$ cat config.mk
export PLATFORM = sky130hd
export DESIGN_NAME = arm_fire_interlock_sequencer
export DESIGN_NICKNAME = d
export VERILOG_FILES = /design/src/afis_pkg.sv /design/src/arm_fire_interlock_sequencer.sv /design/src/afis_decode.sv
export SDC_FILE = /design/constraint.sdc
export NUM_CORES = 1
export LEC_CHECK = 0
export ABC_AREA = 0
export ABC_CLOCK_PERIOD_IN_PS = 5500
export BUFFER_PORTS_ARGS = -buffer_cell sky130_fd_sc_hd__buf_2
export CORE_ASPECT_RATIO = 1.5
export CORE_MARGIN = 2
export CORE_UTILIZATION = 58
export DETAILED_ROUTE_END_ITERATION = 7
export GPL_TIMING_DRIVEN = 0
export PLACE_DENSITY_LB_ADDON = 0.15
export SYNTH_ARGS = -nofsm -noshare
export SYNTH_HDL_FRONTEND = slang
export SYNTH_SLANG_ARGS = --single-unit
$ cat constraint.sdc
create_clock -name aclk -period 5.5 [get_ports aclk]
set_clock_uncertainty 0.2 [all_clocks]
set_input_delay 1.1 -clock aclk [delete_from_list [all_inputs] [get_ports aclk]]
set_output_delay 1.1 -clock aclk [all_outputs]
set_load 0.05 [all_outputs]
$ cat src/afis_pkg.sv
// Shared types and constants of the arm/fire interlock sequencer.
package afis_pkg;

    localparam int VALVE_COUNT   = 10;
    localparam int IGNITER_COUNT = 2;

    localparam logic [3:0] OP_DEBUG       = 4'd0;
    localparam logic [3:0] OP_PASSIVE     = 4'd1;
    localparam logic [3:0] OP_TEST        = 4'd2;
    localparam logic [3:0] OP_ENTER_OFFNOM = 4'd3;
    localparam logic [3:0] OP_EXIT_OFFNOM = 4'd4;
    localparam logic [3:0] OP_ABORT       = 4'd5;
    localparam logic [3:0] OP_VENT        = 4'd6;
    localparam logic [3:0] OP_HP_ARM      = 4'd7;
    localparam logic [3:0] OP_HP_PRESS    = 4'd8;
    localparam logic [3:0] OP_TANK_ARM    = 4'd9;
    localparam logic [3:0] OP_TANK_PRESS  = 4'd10;
    localparam logic [3:0] OP_FIRE_ARM    = 4'd11;
    localparam logic [3:0] OP_FIRE        = 4'd12;
    localparam logic [3:0] OP_VALVE       = 4'd13;
    localparam logic [3:0] OP_IGNITER     = 4'd14;
    localparam logic [3:0] OP_SENSORS     = 4'd15;

    localparam logic [3:0] MODE_PASSIVE    = 4'd0;
    localparam logic [3:0] MODE_TEST       = 4'd1;
    localparam logic [3:0] MODE_HP_ARM     = 4'd2;
    localparam logic [3:0] MODE_HP_PRESS   = 4'd3;
    localparam logic [3:0] MODE_TANK_ARM   = 4'd4;
    localparam logic [3:0] MODE_TANK_PRESS = 4'd5;
    localparam logic [3:0] MODE_FIRE_ARMED = 4'd6;
    localparam logic [3:0] MODE_FIRE       = 4'd7;
    localparam logic [3:0] MODE_ABORT      = 4'd8;
    localparam logic [3:0] MODE_VENT       = 4'd9;
    localparam logic [3:0] MODE_OFFNOM     = 4'd10;
    localparam logic [3:0] MODE_DEBUG      = 4'd11;

    localparam logic [1:0] SEQ_NONE    = 2'd0;
    localparam logic [1:0] SEQ_HOLD    = 2'd1;
    localparam logic [1:0] SEQ_STANDBY = 2'd2;
    localparam logic [1:0] SEQ_RUN     = 2'd3;

    localparam logic [2:0] TK_NONE    = 3'd0;
    localparam logic [2:0] TK_PASSIVE = 3'd1;
    localparam logic [2:0] TK_ARMED   = 3'd2;
    localparam logic [2:0] TK_DOME    = 3'd3;
    localparam logic [2:0] TK_VENT    = 3'd4;

    localparam logic [1:0] ENG_NONE    = 2'd0;
    localparam logic [1:0] ENG_PASSIVE = 2'd1;
    localparam logic [1:0] ENG_SEQ     = 2'd2;

    localparam logic [1:0] DEV_NONE    = 2'd0;
    localparam logic [1:0] DEV_VALVE   = 2'd1;
    localparam logic [1:0] DEV_IGNITER = 2'd2;
    localparam logic [1:0] DEV_SENSORS = 2'd3;

    localparam logic [2:0] SET_MAX_BINARY = 3'd1;
    localparam logic [2:0] SET_MAX_SENSOR = 3'd4;

    typedef struct packed {
        logic [3:0] operation;
        logic [3:0] target;
        logic [2:0] setting;
    } in_word_t;

    typedef struct packed {
        logic [3:0] vehicle_state;
        logic       halt;
        logic [1:0] sequence_mode;
        logic [2:0] high_press_mode;
        logic [2:0] lox_tank_mode;
        logic [2:0] fuel_tank_mode;
        logic [1:0] engine_mode;
        logic [1:0] device_kind;
        logic [3:0] device_index;
        logic [2:0] device_value;
    } out_word_t;

    typedef struct packed {
        logic [3:0] current_mode;
        logic [3:0] saved_mode;
        logic       halt;
    } ctrl_state_t;

endpackage

$ cat src/arm_fire_interlock_sequencer.sv
// Top level of the arm/fire interlock sequencer: state registers and result register.
//
//   Channel  Ports                       Word
//   input    s_valid, s_ready, s_word    afis_pkg::in_word_t (operation, target, setting)
//   result   m_valid, m_ready, m_word    afis_pkg::out_word_t (one word per command)
//
// Each command is decoded in the cycle it is accepted; its result word is
// registered and shown on the next cycle, one command per cycle sustained while m_ready stays high.
// The mode, saved mode and halt latch update at the same edge as the result register.
// Synchronous active-low reset sets the mode to passive and clears halt and m_valid.
// A stalled result only blocks input when the result register is still full.
module arm_fire_interlock_sequencer (
    input  logic                aclk,
    input  logic                aresetn,
    input  logic                s_valid,
    output logic                s_ready,
    input  afis_pkg::in_word_t  s_word,
    output logic                m_valid,
    input  logic                m_ready,
    output afis_pkg::out_word_t m_word
);

    afis_pkg::ctrl_state_t state_reg;
    afis_pkg::ctrl_state_t state_next;
    afis_pkg::out_word_t   word_reg;
    afis_pkg::out_word_t   word_next;
    logic                  valid_reg;
    logic                  accept;

    afis_decode u_decode (
        .cmd        (s_word),
        .state      (state_reg),
        .state_next (state_next),
        .word       (word_next)
    );

    assign s_ready = !valid_reg || m_ready;
    assign accept  = s_valid && s_ready;
    assign m_valid = valid_reg;
    assign m_word  = word_reg;

    always_ff @(posedge aclk) begin
        if (!aresetn) begin
            state_reg.current_mode <= afis_pkg::MODE_PASSIVE;
            state_reg.saved_mode   <= afis_pkg::MODE_PASSIVE;
            state_reg.halt         <= 1'b0;
            valid_reg              <= 1'b0;
        end else begin
            if (accept) begin
                state_reg <= state_next;
                valid_reg <= 1'b1;
            end else if (m_ready) begin
                valid_reg <= 1'b0;
            end
        end
    end

    always_ff @(posedge aclk) begin
        if (accept) begin
            word_reg <= word_next;
        end
    end

    a_result_tracks_state: assert property (@(posedge aclk) disable iff (!aresetn)
        valid_reg |-> (word_reg.vehicle_state == state_reg.current_mode) &&
                      (word_reg.halt == state_reg.halt))
        else $error("result word disagrees with the control state");

    a_abort_sets_halt: assert property (@(posedge aclk) disable iff (!aresetn)
        accept && (s_word.operation == afis_pkg::OP_ABORT) |=>
            state_reg.halt && (state_reg.current_mode == afis_pkg::MODE_ABORT))
        else $error("abort did not latch halt");

    a_mode_in_range: assert property (@(posedge aclk) disable iff (!aresetn)
        state_reg.current_mode <= afis_pkg::MODE_DEBUG &&
        state_reg.saved_mode <= afis_pkg::MODE_DEBUG)
        else $error("mode register out of range");

    a_no_device_no_payload: assert property (@(posedge aclk) disable iff (!aresetn)
        valid_reg && (word_reg.device_kind == afis_pkg::DEV_NONE) |->
            (word_reg.device_index == 4'd0) && (word_reg.device_value == 3'd0))
        else $error("device payload without a device order");

endmodule

$ cat src/afis_decode.sv
// Command decoder: next control state and result word for one command.
module afis_decode (
    input  afis_pkg::in_word_t    cmd,
    input  afis_pkg::ctrl_state_t state,
    output afis_pkg::ctrl_state_t state_next,
    output afis_pkg::out_word_t   word
);

    logic       direct_ok;
    logic       valve_in_range;
    logic       igniter_in_range;
    logic       binary_ok;
    logic [1:0] seq;
    logic [2:0] hp;
    logic [2:0] lox;
    logic [2:0] fuel;
    logic [1:0] eng;

    assign direct_ok = (state.current_mode == afis_pkg::MODE_TEST) ||
                       (state.current_mode == afis_pkg::MODE_OFFNOM);
    assign valve_in_range   = {1'b0, cmd.target} < 5'(afis_pkg::VALVE_COUNT);
    assign igniter_in_range = {1'b0, cmd.target} < 5'(afis_pkg::IGNITER_COUNT);
    assign binary_ok = cmd.setting <= afis_pkg::SET_MAX_BINARY;

    always_comb begin
        state_next        = state;
        seq               = afis_pkg::SEQ_NONE;
        hp                = afis_pkg::TK_NONE;
        lox               = afis_pkg::TK_NONE;
        fuel              = afis_pkg::TK_NONE;
        eng               = afis_pkg::ENG_NONE;
        word.device_kind  = afis_pkg::DEV_NONE;
        word.device_index = 4'd0;
        word.device_value = 3'd0;
        case (cmd.operation)
            afis_pkg::OP_DEBUG: begin
                state_next.current_mode = afis_pkg::MODE_DEBUG;
            end
            afis_pkg::OP_PASSIVE: begin
                seq  = afis_pkg::SEQ_HOLD;
                hp   = afis_pkg::TK_PASSIVE;
                lox  = afis_pkg::TK_PASSIVE;
                fuel = afis_pkg::TK_PASSIVE;
                eng  = afis_pkg::ENG_PASSIVE;
                state_next.current_mode = afis_pkg::MODE_PASSIVE;
                state_next.halt         = 1'b0;
            end
            afis_pkg::OP_TEST: begin
                if (state.current_mode == afis_pkg::MODE_PASSIVE) begin
                    state_next.current_mode = afis_pkg::MODE_TEST;
                end
            end
            afis_pkg::OP_ENTER_OFFNOM: begin
                state_next.saved_mode   = state.current_mode;
                state_next.current_mode = afis_pkg::MODE_OFFNOM;
            end
            afis_pkg::OP_EXIT_OFFNOM: begin
                if (state.current_mode == afis_pkg::MODE_OFFNOM) begin
                    state_next.current_mode = state.saved_mode;
                end
            end
            afis_pkg::OP_ABORT: begin
                seq = afis_pkg::SEQ_HOLD;
                state_next.current_mode = afis_pkg::MODE_ABORT;
                state_next.halt         = 1'b1;
            end
            afis_pkg::OP_VENT: begin
                seq  = afis_pkg::SEQ_HOLD;
                hp   = afis_pkg::TK_PASSIVE;
                lox  = afis_pkg::TK_VENT;
                fuel = afis_pkg::TK_VENT;
                eng  = afis_pkg::ENG_PASSIVE;
                state_next.current_mode = afis_pkg::MODE_VENT;
            end
            afis_pkg::OP_HP_ARM: begin
                if (state.current_mode == afis_pkg::MODE_PASSIVE) begin
                    seq  = afis_pkg::SEQ_STANDBY;
                    hp   = afis_pkg::TK_ARMED;
                    lox  = afis_pkg::TK_PASSIVE;
                    fuel = afis_pkg::TK_PASSIVE;
                    eng  = afis_pkg::ENG_PASSIVE;
                    state_next.current_mode = afis_pkg::MODE_HP_ARM;
                end
            end
            afis_pkg::OP_HP_PRESS: begin
                if (state.current_mode inside {afis_pkg::MODE_HP_ARM,
                                               afis_pkg::MODE_TANK_ARM}) begin
                    seq  = afis_pkg::SEQ_STANDBY;
                    hp   = afis_pkg::TK_DOME;
                    lox  = afis_pkg::TK_PASSIVE;
                    fuel = afis_pkg::TK_PASSIVE;
                    eng  = afis_pkg::ENG_PASSIVE;
                    state_next.current_mode = afis_pkg::MODE_HP_PRESS;
                end
            end
            afis_pkg::OP_TANK_ARM: begin
                if (state.current_mode == afis_pkg::MODE_HP_PRESS) begin
                    seq  = afis_pkg::SEQ_STANDBY;
                    hp   = afis_pkg::TK_DOME;
                    lox  = afis_pkg::TK_ARMED;
                    fuel = afis_pkg::TK_ARMED;
                    eng  = afis_pkg::ENG_PASSIVE;
                    state_next.current_mode = afis_pkg::MODE_TANK_ARM;
                end
            end
            afis_pkg::OP_TANK_PRESS: begin
                if (state.current_mode == afis_pkg::MODE_TANK_ARM) begin
                    seq  = afis_pkg::SEQ_STANDBY;
                    hp   = afis_pkg::TK_DOME;
                    lox  = afis_pkg::TK_DOME;
                    fuel = afis_pkg::TK_DOME;
                    eng  = afis_pkg::ENG_PASSIVE;
                    state_next.current_mode = afis_pkg::MODE_TANK_PRESS;
                end
            end
            afis_pkg::OP_FIRE_ARM: begin
                if (state.current_mode == afis_pkg::MODE_TANK_PRESS) begin
                    seq  = afis_pkg::SEQ_STANDBY;
                    hp   = afis_pkg::TK_DOME;
                    lox  = afis_pkg::TK_DOME;
                    fuel = afis_pkg::TK_DOME;
                    eng  = afis_pkg::ENG_PASSIVE;
                    state_next.current_mode = afis_pkg::MODE_FIRE_ARMED;
                end
            end
            afis_pkg::OP_FIRE: begin
                if (state.current_mode == afis_pkg::MODE_FIRE_ARMED) begin
                    seq  = afis_pkg::SEQ_RUN;
                    hp   = afis_pkg::TK_DOME;
                    lox  = afis_pkg::TK_DOME;
                    fuel = afis_pkg::TK_DOME;
                    eng  = afis_pkg::ENG_SEQ;
                    state_next.current_mode = afis_pkg::MODE_FIRE;
                end
            end
            afis_pkg::OP_VALVE: begin
                if (direct_ok && valve_in_range && binary_ok) begin
                    word.device_kind  = afis_pkg::DEV_VALVE;
                    word.device_index = cmd.target;
                    word.device_value = cmd.setting;
                end
            end
            afis_pkg::OP_IGNITER: begin
                if (direct_ok && igniter_in_range && binary_ok) begin
                    word.device_kind  = afis_pkg::DEV_IGNITER;
                    word.device_index = cmd.target;
                    word.device_value = cmd.setting;
                end
            end
            default: begin
                if ((state.current_mode == afis_pkg::MODE_TEST) &&
                    (cmd.setting <= afis_pkg::SET_MAX_SENSOR)) begin
                    word.device_kind  = afis_pkg::DEV_SENSORS;
                    word.device_value = cmd.setting;
                end
            end
        endcase
        word.vehicle_state   = state_next.current_mode;
        word.halt            = state_next.halt;
        word.sequence_mode   = seq;
        word.high_press_mode = hp;
        word.lox_tank_mode   = lox;
        word.fuel_tank_mode  = fuel;
        word.engine_mode     = eng;
    end

endmodule

Yosys cells after proc, flatten, opt, wreduce, memory -nomap -nowiden
Index checks and enable logic that the tools add are counted.
{ "totals": {"regBits": 34, "out_inout_bits": 29} }
{ "classes": {"n_lt_le_gt_ge": 4, "eq_ne": 21, "muxes": 44, "reduce_logical": 17} }
{ "op_table": {"columns": ["op", "count"], "rows": [
  ["$pmux W4 S13", 1],
  ["$eq A4 B4 Y1 const B", 8],
  ["$mux W4", 8],
  ["$mux W2", 15],
  ["$eq A4 B3 Y1 const B", 7],
  ["$pmux W2 S7", 2],
  ["$pmux W3 S8", 1],
  ["$pmux W3 S7", 1],
  ["$eq A4 B2 Y1 const B", 4],
  ["$reduce_or A13 Y1", 1],
  ["$mux W1", 9],
  ["$mux W9", 1],
  ["$pmux W3 S3", 1],
  ["$eq A4 B1 Y1 const B", 2],
  ["$logic_not A4 Y1", 2],
  ["$mux W8", 1],
  ["$pmux W4 S2", 1],
  ["$logic_and A1 B1 Y1", 6],
  ["$pmux W2 S3", 1],
  ["$lt A4 B2 Y1 const B", 1],
  ["$lt A4 B4 Y1 const B", 1],
  ["$reduce_bool A2 Y1", 2],
  ["$le A3 B1 Y1 const B", 1],
  ["$le A3 B3 Y1 const B", 1],
  ["7 further kinds", 8]
]} }

Longest topological paths before layout
Gate-level depths: netlist of the first run.
{ "logic_depth": {"ltp_word": 6, "ltp_mapped": 7} }

Hierarchy
Synthesis of the first run repeated with hierarchy kept, for this count alone.
{ "hier_totals": {"cells_unflattened": 234, "area_unflattened_um2": 2250.9} }
{ "by_module_without_submodules": {"columns": ["module", "instances", "cells_each", "area_per_inst_um2", "seq_area_each_um2"], "rows": [
  ["arm_fire_interlock_sequencer", 1, 71, 1226.2, 1011.0],
  ["afis_decode", 1, 163, 1024.7, 0.0]
]} }

Worst setup path after synthesis of the first run
No wires, ideal clock.
{ "synth_path": {"path_kind": "input to register", "startpoint": "in m_ready", "endpoint": "reg state_reg[1] (netlist name)", "setup_time_ps": 117, "arrival_ps": 2967, "path_slack_ps": 2216, "cell_stages": 6, "path_buffers": 0, "path_cell_list": "nand2b_1 > nand2_1 > inv_1 > nand4_1 > mux2i_1 > nor2b_1"} }
{ "synth_between": {"elab_chain_len": 3} }
{ "synth_rtl": {"columns": ["item", "line_no", "text"], "rows": [
  ["from (decl)", "arm_fire_interlock_sequencer.sv:19", "input logic m_ready,"],
  ["$logic_or A1 B1 Y1", "arm_fire_interlock_sequencer.sv:37", "assign s_ready = !valid_reg || m_ready;"],
  ["$logic_and A1 B1 Y1", "arm_fire_interlock_sequencer.sv:38", "assign accept = s_valid && s_ready;"],
  ["net accept", "arm_fire_interlock_sequencer.sv:28", "logic accept;"],
  ["$reduce_and A2 Y1 (no line)", null, null],
  ["to (signal assigned)", "arm_fire_interlock_sequencer.sv:50", "state_reg <= state_next;"],
  ["to (decl)", "arm_fire_interlock_sequencer.sv:23", "afis_pkg::ctrl_state_t state_reg;"]
]} }
The timed path passes the listed nets, and every way through them passes these cells.
A chain may end at the register's enable or synchronous reset.

Worst setup path after layout of the first run
{ "layout_path": {"startpoint": "in m_ready", "endpoint": "reg state_reg[2] (netlist name)"} }
Same word-level chain as after synthesis.

==> impl_summary.log, run 1 <==
INFO  metric status = completed
INFO  metric place_congestion = 0.9745
INFO  metric grt_max_degree = 29
INFO  metric post_dr_wirelength_cell = 16.11 µm
INFO  metric largest_register_ffs = 23
INFO  metric per_instance_average_area_after_synthesis = 9.623 µm²
INFO  metric synth-seq-area-share = roughly 45%
INFO  metric layout.cells.most_common_list = buf_2 (50), edfxtp_1 (23), nor2b_1 (15), nor2_1 (15), dfxtp_1 (10)
INFO  metric power_frac_seq = about 43%
INFO  metric dr_pass1_iterations = 5
INFO  metric min_delay_worst_endpoint = state_reg[0]
INFO  metric drv_cap = 0
INFO  metric mappedNetlistArea = 1963 µm²
INFO  metric vias = roughly 1800
INFO  metric worst-slew-pin-transition = about 1 ns
INFO  metric synth.net_count = 219
INFO  metric worst-endpoint-arrival = about 2.9 ns
INFO  metric detail_route.vias_per_cell = 6.126
INFO  metric grt_first_pass_wirelength = ~7700 µm
INFO  metric timing.final.crit_share = between 50% and 60%
INFO  metric htree_levels = 2
INFO  metric antenna_found_initial = 0
INFO  metric grt_setup_unrepaired = no
INFO  metric dp_hpwl = 3444 µm
INFO  metric ir_drop = 0.3017 mV
INFO  metric postSynthRegisterBits = 33
INFO  metric fp.dieH = 75.26 µm
INFO  metric hold_viol_final = 0
INFO  metric synth-main-ff-cell = edfxtp_1
INFO  metric worstReg2RegEnd = state_reg[2]
INFO  metric antenna-diode-count = 0
INFO  metric timing.hold.worst.class = register to register
INFO  metric cts_tree = yes
INFO  metric clk_pin_slew = ~0.07 ns
INFO  metric dr.first_iter.drc_count = approximately 110
INFO  metric clock_insertion_delay_worst_skew = 0.28 ns
INFO  metric cts-hold-fix-buffers = 0
INFO  metric core_area = 3191 µm²
INFO  metric floorplan.rows = 25
INFO  metric grt_pass1_vias = 1652
INFO  metric design.final.nets = around 270
INFO  metric final_min_period = around 2.9 ns
INFO  metric grt_use_met3 = under 10%
INFO  metric fin_total_pwr = ~660 µW
INFO  metric end_kind = register
INFO  metric critical_path_start_end_classification = primary input to register
INFO  metric final_number_of_setup_violating_endpoints = 0
INFO  metric timing.critical_path.fanout_max = 28
INFO  metric min_path_cells = 2
INFO  metric clock_tree.root_cell = clkbuf_8
INFO  metric design_area = 2340 µm²
INFO  metric cts.repair.resized = 0
INFO  metric postCtsSetupBuffers = 0
INFO  metric globalRouteMet1Util = 31.74%
INFO  metric clock-sinks = 33
INFO  metric comb_power_share = 21.1%
INFO  metric setup_ws = 2.568 ns
INFO  metric timing.reg2reg.worst_path_depth = 6
INFO  metric slew-limit-headroom = 34.82%
INFO  metric cp-start-kind = primary input
INFO  metric track_usage = between 20% and 30%
INFO  metric grt.overflow.total = 0
INFO  metric globalRouteMet2Util = 45.73%
INFO  metric portion_of_total_power_attributed_to_the_clock_network = a little over a third
INFO  metric worst-r2r-setup-slack = around 3.2 ns
INFO  metric ys_warn_count = 0
INFO  metric netlist_instances = ~200
INFO  metric busiest_layer = met2
INFO  metric max_clock_freq = between 300 and 400 MHz
INFO  metric postSynth.asyncResetShare = 0%
INFO  metric i_o_pin_cnt = 44
INFO  metric power_switching = 189.6 µW
INFO  metric reg2reg_from = m_valid
INFO  metric power_per_cell_area = 280.5 nW/µm²
INFO  metric route.detailed.drc = 0
INFO  metric clk_buf_depth = 2
INFO  metric fp.dieArea = 3876 µm²
INFO  metric cts_inserted_buffers = 5
INFO  metric layout_commonest_cell = buf_2
INFO  metric preCtsSetupSlack = between 2 and 2.5 ns
INFO  metric slew_violations = 0
INFO  metric fin_cells = 294
INFO  metric worst-endpoint-required = 5.48 ns
INFO  metric final_antenna_net_count = 0
INFO  metric syn_to_final_growth = 19.18%
INFO  metric placed_cells = about 290
INFO  metric floorplan.die.width = a little over 50 µm
INFO  metric placement.cell_area = 2223 µm²
INFO  metric start_util = 61.53%
INFO  metric internal_power = 466.6 µW
INFO  metric setup-tns-final = 0 ns
INFO  metric drive_gt1_share = 27.17%
INFO  metric holdCritStartpoint = state_reg[0]
INFO  metric leakagePower = 0.0009624 µW
INFO  metric drt-total-wl = 4737 µm
INFO  metric synth.distinct_cells = 55
INFO  metric post_synth_edffs = 23
INFO  metric sw_frac_of_total = a little under 30%
INFO  metric buffer_ports.inserted = 42
==> power by group through the flow <==
stage	Clock [µW]	Combinational (µW)	Sequential, µW
floorplan	0	64.9	328
global placement	0	136	290
detailed placement	0	137	290
CTS	234	137	285
global route	245	149	286
finish	233	138	285
==> worst max path at each step <==
stage                     slack, ns           end  cells past startpoint    start
final                          2.57  state_reg[2]                      7  m_ready
after global routing           2.33  state_reg[1]                      7  m_ready
after CTS                      2.53  state_reg[4]                      7  m_ready
after detailed placement       2.22  state_reg[4]                      7  m_ready
after global placement         2.26  state_reg[3]                      7  m_ready
after floorplan                2.22  state_reg[1]                      6  m_ready
==> worst max-delay path, stage by stage <==
cell and delay [ns]:
buf_2 0.07, nand2b_1 0.12, nand2_1 0.14, inv_1 0.74, nand4_1 0.43, mux2i_1 0.25
nor2b_1 0.06
==> kinds of logic (layout without fill, tap and decap cells) <==
| family | Yosys count | count (layout) | synth area share, % |
|---|---|---|---|
| XOR/XNOR | 2 | 2 | 0.8925 |
| buffers and inverters | 25 | 75 | 6.055 |
| multiplexers | 5 | 5 | 2.613 |
| other | 1 | 1 | 0.1910 |
| AND/OR/NAND/NOR | 90 | 90 | 27.41 |
| AO/OA/AOI/OAI | 48 | 48 | 17.46 |
| flip-flops | 33 | 33 | 45.38 |
==> cell usage after synthesis, drive strengths merged, types with 5 or more instances <==
cell,instances,area (µm²)
buf,12,70.07
o21ai,9,45.04
inv,5,18.77
nor2,15,56.30
dfxtp,10,200.2
nand4,5,31.28
edfxtp,23,690.7
nand2b,5,31.28
nand3,5,25.02
clkbuf,8,30.03
nor3,5,25.02
nor2b,15,93.84
and2,6,37.54
a21oi,6,30.03
nand2,8,30.03
==> stage by stage <==
| stage | hold slack, ns | util [%] |
|---|---|---|
| floorplan | 0.2728 | - |
| global placement | 0.2840 | 69.69 |
| detailed placement | 0.2911 | 69.69 |
| CTS | 0.2993 | 73.33 |
| global route | 0.3513 | 73.33 |
| finish | 0.2980 | 73.33 |
==> cell type report <==
cell class	count	area [µm²]
multi-input combinational	146	953.4
sequential	33	890.9
fill	253	850.8
timing repair buffer	42	210.2
buffer	20	100.1
clock buffer	7	86.33
tap	40	50.05
clock inverter	1	30.03
inverter	5	18.77
==> metal layers <==
layer | up-vias | part of all wire (%)
met1 | 803 | 36
li1 | 860 | -
met4 | 0 | 5.8
met5 | - | 0
met3 | 31 | 8.8
met2 | 107 | 49
No activity file was read; power rests on OpenSTA's default activity.
==> run 2, diff against run 1 <==
--- a/config.mk
+++ b/config.mk
@@ -6,11 +6,11 @@
 export NUM_CORES = 1
 export LEC_CHECK = 0
 export ABC_AREA = 0
-export ABC_CLOCK_PERIOD_IN_PS = 5500
+export ABC_CLOCK_PERIOD_IN_PS = 2670
 export BUFFER_PORTS_ARGS = -buffer_cell sky130_fd_sc_hd__buf_2
 export CORE_ASPECT_RATIO = 1.5
 export CORE_MARGIN = 2
-export CORE_UTILIZATION = 58
+export CORE_UTILIZATION = 49
 export DETAILED_ROUTE_END_ITERATION = 7
 export GPL_TIMING_DRIVEN = 0
 export PLACE_DENSITY_LB_ADDON = 0.15
==> constraint.sdc (replaced) <==
create_clock -name aclk -period 2.67 [get_ports aclk]
set_clock_uncertainty 0.2 [all_clocks]
set_input_delay 0.534 -clock aclk [delete_from_list [all_inputs] [get_ports aclk]]
set_output_delay 0.534 -clock aclk [all_outputs]
set_load 0.05 [all_outputs]
==> run 2 against run 1 <==
Net effect:
- first-iteration DRC count is 0.95% lower
- global-route usage is 5.1 points lower
- clock power is 58% higher
- clock-buffer cell count stayed put
- final area is 0.96% lower
- sequential share of layout area is 0.37 points higher
- core utilization is 14 points lower
- hold slack worse by 0.0016 ns
- sequential power is 110% higher
- critical path type unchanged
==> impl_summary.log, run 2 (synthesis gave the netlist of run 1 again) <==
INFO  metric status = completed
INFO  metric cpPeakStageDelay = about 0.53 ns
INFO  metric i_o_pin_cnt = 44
INFO  metric internal_power = between 800 and 900 µW
INFO  metric floorplan.rows = 28
INFO  metric power_per_cell_area = 534.8 nW/µm²
INFO  metric grt.overflow.total = 0
INFO  metric placed_cells = 291
INFO  metric drt-total-wl = 4830 µm
INFO  metric fin_cells = 299
INFO  metric dr_pass1_iterations = 4
INFO  metric timing.critical_path.slowest_stage_cell = clkinvlp_4
INFO  metric core_area = a little under 4000 µm²
INFO  metric timing.critical_path.fanout_max = 28
INFO  metric layout_commonest_cell = buf_2
INFO  metric dr.first_iter.drc_count = ~100
INFO  metric critical_path_start_end_classification = primary input to register
INFO  metric worst-slew-pin-transition = 0.5617 ns
INFO  metric grt_first_pass_wirelength = between 7000 and 8000 µm
INFO  metric post_dr_wirelength_cell = 16.15 µm
INFO  metric max_clock_freq = about 420 MHz
INFO  metric floorplan.die.width = around 56 µm
INFO  metric cts.repair.resized = 0
INFO  metric postCtsSetupBuffers = 0
INFO  metric cts_inserted_buffers = 5
INFO  metric place_congestion = ~0.89
INFO  metric clock_tree.root_cell = clkbuf_8
INFO  metric end_kind = register
INFO  metric sw_frac_of_total = 32.19%
INFO  metric antenna_found_initial = 0
INFO  metric design.final.nets = ~270
INFO  metric cts-hold-fix-buffers = 0
INFO  metric worst-endpoint-required = 2.65 ns
INFO  metric final_antenna_net_count = 0
INFO  metric drive_gt1_share = 27.56%
INFO  metric cts_tree = yes
INFO  metric path_cells = buf_2 -> nand2b_2 -> nand2_1 -> clkinvlp_4 -> nand4_1 -> mux2i_1 -> nor2b_1
INFO  metric hold_viol_final = 0
INFO  metric timing.final.crit_share = between 80 and 90%
INFO  metric route.detailed.drc = 0
INFO  metric cp-start-kind = primary input
INFO  metric ir_drop = ~0.43 mV
INFO  metric track_usage = between 20 and 25%
INFO  metric critical-path-top-delay-family = simple AND/OR/NAND/NOR gates
INFO  metric htree_levels = 2
INFO  metric design_area = ~2300 µm²
INFO  metric fp.dieArea = 4539 µm²
INFO  metric slew_violations = 0
INFO  metric grt_setup_unrepaired = no
INFO  metric buffer_ports.inserted = 42
INFO  metric fp.dieH = between 80 and 90 µm
INFO  metric timing.hold.worst.class = register to register
INFO  metric final_min_period = 2.354 ns
INFO  metric vias = between 1500 and 2000
INFO  metric layout.cells.most_common_list = buf_2 (50), edfxtp_1 (23), nor2b_1 (15), nor2_1 (15)
INFO  metric dp_hpwl = between 3000 and 4000 µm
INFO  metric power_frac_seq = between 40% and 50%
INFO  metric start_util = 50.48%
INFO  metric grt_max_degree = 29
INFO  metric antenna-diode-count = 0
INFO  metric drv_cap = 0
INFO  metric power_switching = 398.9 µW
INFO  metric setup-tns-final = 0 ns
INFO  metric clk_buf_depth = 2
INFO  metric slew-limit-headroom = 62.42%
INFO  metric final_number_of_setup_violating_endpoints = 0
INFO  metric largest_register_ffs = 23
INFO  metric detail_route.vias_per_cell = 5.957
INFO  metric clock-sinks = 33
INFO  metric clk_pin_slew = 0.06 ns
INFO  metric portion_of_total_power_attributed_to_the_clock_network = 29.6%
INFO  metric placement.cell_area = 2236 µm²
INFO  metric grt_pass1_vias = 1613
INFO  metric total_buffers_and_inverters_traversed_by_the_critical_path = 2
INFO  metric leakagePower = 0.0009408 µW
INFO  metric syn_to_final_growth = 18.04%
INFO  metric worst-endpoint-arrival = 2.33 ns
INFO  metric comb_power_share = between 20 and 25%
INFO  metric clock_insertion_delay_worst_skew = 0.29 ns
==> run 2: final cells by class <==
cell class	count	area, µm²
clock inverter	1	5.005
buffer	20	100.1
sequential	33	890.9
timing repair buffer	42	210.2
clock buffer	7	76.32
fill	368	1572
multi-input combinational	146	955.9
inverter	5	22.52
tap	45	56.30
==> run 2: metrics by stage <==
stage	util, %	setup WS, ns	hold WS, ns	total power (µW)
final	59.59	0.3157	0.2964	1239
after global routing	59.59	0.09153	0.3269	1277
after CTS	59.59	0.2910	0.3012	1238
after detailed placement	57.50	-0.009333	0.2920	880.5
after global placement	57.50	0.02389	0.2844	878.7
after floorplan	-	0.1144	0.2728	810.2
==> run 2: power by group through the flow <==
stage	Clock [µW]	Combinational [µW]	Sequential, µW
after floorplan	0	135	675
after global placement	0	282	597
after detailed placement	0	283	597
after CTS	368	284	586
after global routing	383	306	589
final	367	286	586
==> run 2: final timing paths <==
check	cells past startpoint	startpoint	endpoint	slack, ns
worst max-delay path	7	m_ready	state_reg[1]	0.32
worst min-delay path	2	state_reg[0]	state_reg[0]	0.30
worst max register to register	6	state_reg[7]	m_word[18]	0.41
worst min register to register	2	state_reg[0]	state_reg[0]	0.30
==> run 2: metal layers <==
layer / track usage [%] / share of wire (%) / routed length, µm
met1: 24.80 / 37 / 1797
met2: 38.81 / 50 / 2437
met3: 4.094 / 7.4 / 359
met4: 13.17 / 4.9 / 235
met5: 0 / 0 / 0
==> run 2: tightest hold or removal path: cells and delay by family, from the launching register on <==
family | cells | cell delay (ns)
simple gates | 2 | 0.14
flops | 1 | 0.31
==> run 3, diff against run 2 <==
--- a/config.mk
+++ b/config.mk
@@ -10,10 +10,11 @@
 export BUFFER_PORTS_ARGS = -buffer_cell sky130_fd_sc_hd__buf_2
 export CORE_ASPECT_RATIO = 1.5
 export CORE_MARGIN = 2
-export CORE_UTILIZATION = 49
+export CORE_UTILIZATION = 50
 export DETAILED_ROUTE_END_ITERATION = 7
 export GPL_TIMING_DRIVEN = 0
 export PLACE_DENSITY_LB_ADDON = 0.15
 export SYNTH_ARGS = -nofsm -noshare
 export SYNTH_HDL_FRONTEND = slang
+export SYNTH_HIERARCHICAL = 1
 export SYNTH_SLANG_ARGS = --single-unit
==> run 3 against run 2 <==
Net effect:
- the flow now finishes with violations (DRC)
- clock power is 26% higher
- critical path depth is 1 lower
- clock-buffer cell count is 1 lower
- global-route usage is 1.5 points lower
- critical path type is now register to register
- via count is 7.4% higher
==> impl_summary.log, run 3 <==
INFO  metric yosysMostFrequentCell = nand2_1
INFO  metric cts_tree = yes
INFO  metric slew-limit-headroom = between 60% and 70%
INFO  metric layout_commonest_cell = buf_2
INFO  metric postCtsSetupBuffers = 0
INFO  metric synth-seq-area-share = 44.91%
INFO  metric clock_tree.root_cell = clkbuf_8
INFO  metric hold_viol_final = 0
INFO  metric netlist_instances = 234
INFO  metric critical-path-top-delay-family = compound AO/OA/AOI/OAI gates
INFO  metric total_buffers_and_inverters_traversed_by_the_critical_path = 1
INFO  metric muxShareOfSynthArea = 6.448%
INFO  metric final_number_of_setup_violating_endpoints = 0
INFO  metric grt_pass1_vias = ~1700
INFO  metric synth-compound-area-share = 15.84%
INFO  metric design.final.nets = 296
INFO  metric most_area_consuming_cells_after_synthesis = edfxtp_1 (36%), dfxtp_1 (8.9%), nand2_1 (5.8%)
INFO  metric placement.cell_area = 2509 µm²
INFO  metric postSynth.asyncResetShare = 0%
INFO  metric synth_largest_area_cell = edfxtp_1
INFO  metric syn_to_final_growth = 16.18%
INFO  metric layout.cells.most_common_list = buf_2 (50), nand2_1 (35), edfxtp_1 (27), a21oi_1 (13), nor2_1 (13)
INFO  metric i_o_pin_cnt = 44
INFO  metric slew_violations = 0
INFO  metric vias = 1912
INFO  metric power_switching = 394.6 µW
INFO  metric synth_top_family_by_area = simple AND/OR/NAND/NOR gates
INFO  metric dp_hpwl = 3692 µm
INFO  metric worst-r2r-setup-slack = 0.43 ns
INFO  metric synth.distinct_cells = 59
INFO  metric setup-tns-final = 0 ns
INFO  metric post_synth_edffs = 27
INFO  metric clock-sinks = 37
INFO  metric timing.hold.worst.class = register to register
INFO  metric final_min_period = approximately 2.2 ns
INFO  metric drv_cap = 0
INFO  metric drive_gt1_share = 29.08%
INFO  metric cts.repair.resized = 0
INFO  metric antenna_found_initial = 0
INFO  metric timing.reg2reg.worst_path_depth = 6
INFO  metric clk_pin_slew = 0.07 ns
INFO  metric grt.overflow.total = 0
INFO  metric synth-main-ff-cell = edfxtp_1
INFO  metric ir_drop = 0.2653 mV
INFO  metric detail_route.vias_per_cell = 5.829
INFO  metric preCtsSetupSlack = ~0.19 ns
INFO  metric antenna-diode-count = 0
INFO  metric synth_xor_xnor_area_share = under 10%
INFO  metric worst-endpoint-required = about 2.5 ns
INFO  metric final_antenna_net_count = 0
INFO  metric cpPeakStageDelay = between 0.4 and 0.5 ns
INFO  metric dr_pass1_iterations = 6
INFO  metric floorplan.rows = 29
INFO  metric power_frac_seq = 46.8%
INFO  metric post_dr_wirelength_cell = 15.35 µm
INFO  metric dr.first_iter.drc_count = approximately 110
INFO  metric clk_buf_depth = 2
INFO  metric synth_largest_type_area_fraction = 36.02%
INFO  metric synth_simple_gate_area_share = 22.90%
INFO  metric max_clock_freq = around 450 MHz
INFO  metric per_instance_average_area_after_synthesis = slightly below 10 µm²
INFO  metric timing.final.crit_share = 84.08%
INFO  metric grt_first_pass_wirelength = 7935 µm
INFO  metric fp.dieH = 86.18 µm
INFO  metric worst-slew-pin-transition = 0.5465 ns
INFO  metric finish.utilization = between 60 and 70%
INFO  metric min_delay_worst_endpoint = state_reg[0]
INFO  metric floorplan.die.width = 58.79 µm
INFO  metric end_kind = register
INFO  metric grt_setup_unrepaired = no
INFO  metric cts_inserted_buffers = 5
INFO  metric core_area = 4282 µm²
INFO  metric status = complete, but fails checks
INFO  metric htree_levels = 2
INFO  metric comb_power_share = 20.3%
INFO  metric path_cells = and3b_1 -> a211o_1 -> a32o_1 -> o41ai_2 -> a21oi_1 -> buf_4
INFO  metric timing.critical_path.slowest_stage_cell = dfxtp_1
INFO  metric largest_register_ffs = 27
INFO  metric worstReg2RegEnd = m_word[23]
INFO  metric synth.net_count = 249
INFO  metric setup_ws = ~0.43 ns
INFO  metric postSynthRegisterBits = 37
INFO  metric leakagePower = 0.001112 µW
INFO  metric internal_power = slightly above 1000 µW
INFO  metric portion_of_total_power_attributed_to_the_clock_network = about a third
INFO  metric mappedNetlistArea = 2251 µm²
INFO  metric place_congestion = 0.9532
INFO  metric violated_checks = DRC
INFO  metric critical_path_start_end_classification = register to register
INFO  metric drt-total-wl = 5036 µm
INFO  metric route.detailed.drc = 5
INFO  metric worst-endpoint-arrival = 2.09 ns
INFO  metric synthTopCellsByCount = nand2_1 (35), edfxtp_1 (27), a21oi_1 (13), nor2_1 (13), buf_4 (11)
INFO  metric start_util = around 53%
INFO  metric ys_warn_count = 6
INFO  metric cts-hold-fix-buffers = 0
INFO  metric reg2reg_from = state_reg[8]
INFO  metric buffer_ports.inserted = 40
INFO  metric power_per_cell_area = 536.8 nW/µm²
INFO  metric clock_insertion_delay_worst_skew = 0.28 ns
INFO  metric sw_frac_of_total = 28.11%
INFO  metric design_area = about 2600 µm²
INFO  metric track_usage = 20.50%
INFO  metric holdCritStartpoint = state_reg[0]
INFO  metric post_synth_fa_ha_maj_area_fraction = 0%
INFO  metric grt_max_degree = 37
INFO  metric cp-start-kind = register
INFO  metric timing.critical_path.fanout_max = 7
INFO  metric min_path_cells = 2
INFO  metric fp.dieArea = 5066 µm²
## run 3: worst reg2reg max path: stages, from the launching register on
cell,delay [ns]
dfxtp_1,0.47
and3b_1,0.27
a211o_1,0.30
a32o_1,0.31
o41ai_2,0.21
a21oi_1,0.11
buf_4,0.14
## run 3: routing by layer
| metal | global-route usage [%] | up-vias | wire, µm |
|---|---|---|---|
| met1 | 24.57 | 868 | 1926 |
| met5 | 0 | - | 0 |
| li1 | - | 933 | - |
| met2 | 34.34 | 95 | 2577 |
| met4 | 11.57 | 0 | 173 |
| met3 | 2.985 | 16 | 358 |
## run 3: worst max-delay path by stage
stage | cells after the start | startpoint | to | slack (ns)
floorplan | 7 | s_word[8] | m_word[23] | 0.54
global placement | 8 | s_word[10] | m_word[24] | 0.20
detailed placement | 8 | s_word[10] | m_word[24] | 0.19
CTS | 6 | state_reg[8] | m_word[23] | 0.43
global route | 6 | state_reg[8] | m_word[23] | 0.30
finish | 6 | state_reg[8] | m_word[23] | 0.43
## run 3: cell families (layout without fill, tap and decap cells)
| kind of cell | Yosys count | count (layout) |
|---|---|---|
| AOI/OAI and AO/OA | 50 | 50 |
| and+or+nand+nor | 96 | 96 |
| buffers and inverters | 33 | 81 |
| xor gates and xnor gates | 3 | 3 |
| other | 1 | 1 |
| muxes | 14 | 14 |
| DFF | 37 | 37 |
## run 3: power groups by stage
stage          sequential [µW]  clock (µW)  combinational (µW)
2_1_floorplan              757           0                 131
3_3_place_gp               669           0                 283
3_5_place_dp               670           0                 283
4_1_cts                    657         478                 284
5_1_grt                    659         489                 305
6_report                   657         462                 285
## run 3: stage by stage
| stage | std cells | power, µW | hold WS [ns] |
|---|---|---|---|
| after floorplan | 234 | 888.3 | 0.2322 |
| after global placement | 320 | 952.2 | 0.2391 |
| after detailed placement | 320 | 953.2 | 0.2518 |
| after CTS | 328 | 1419 | 0.2624 |
| after global routing | 328 | 1454 | 0.2811 |
| final | 328 | 1404 | 0.2564 |
## run 3: final cells by class
cell class / instances / area, µm²
buffer: 25 / 162.7
clock buffer: 6 / 72.57
clock inverter: 2 / 33.78
fill: 388 / 1667
inverter: 8 / 30.03
multi-input combinational: 164 / 1047
sequential: 37 / 1011
tap: 46 / 57.56
timing repair buffer: 40 / 200.2
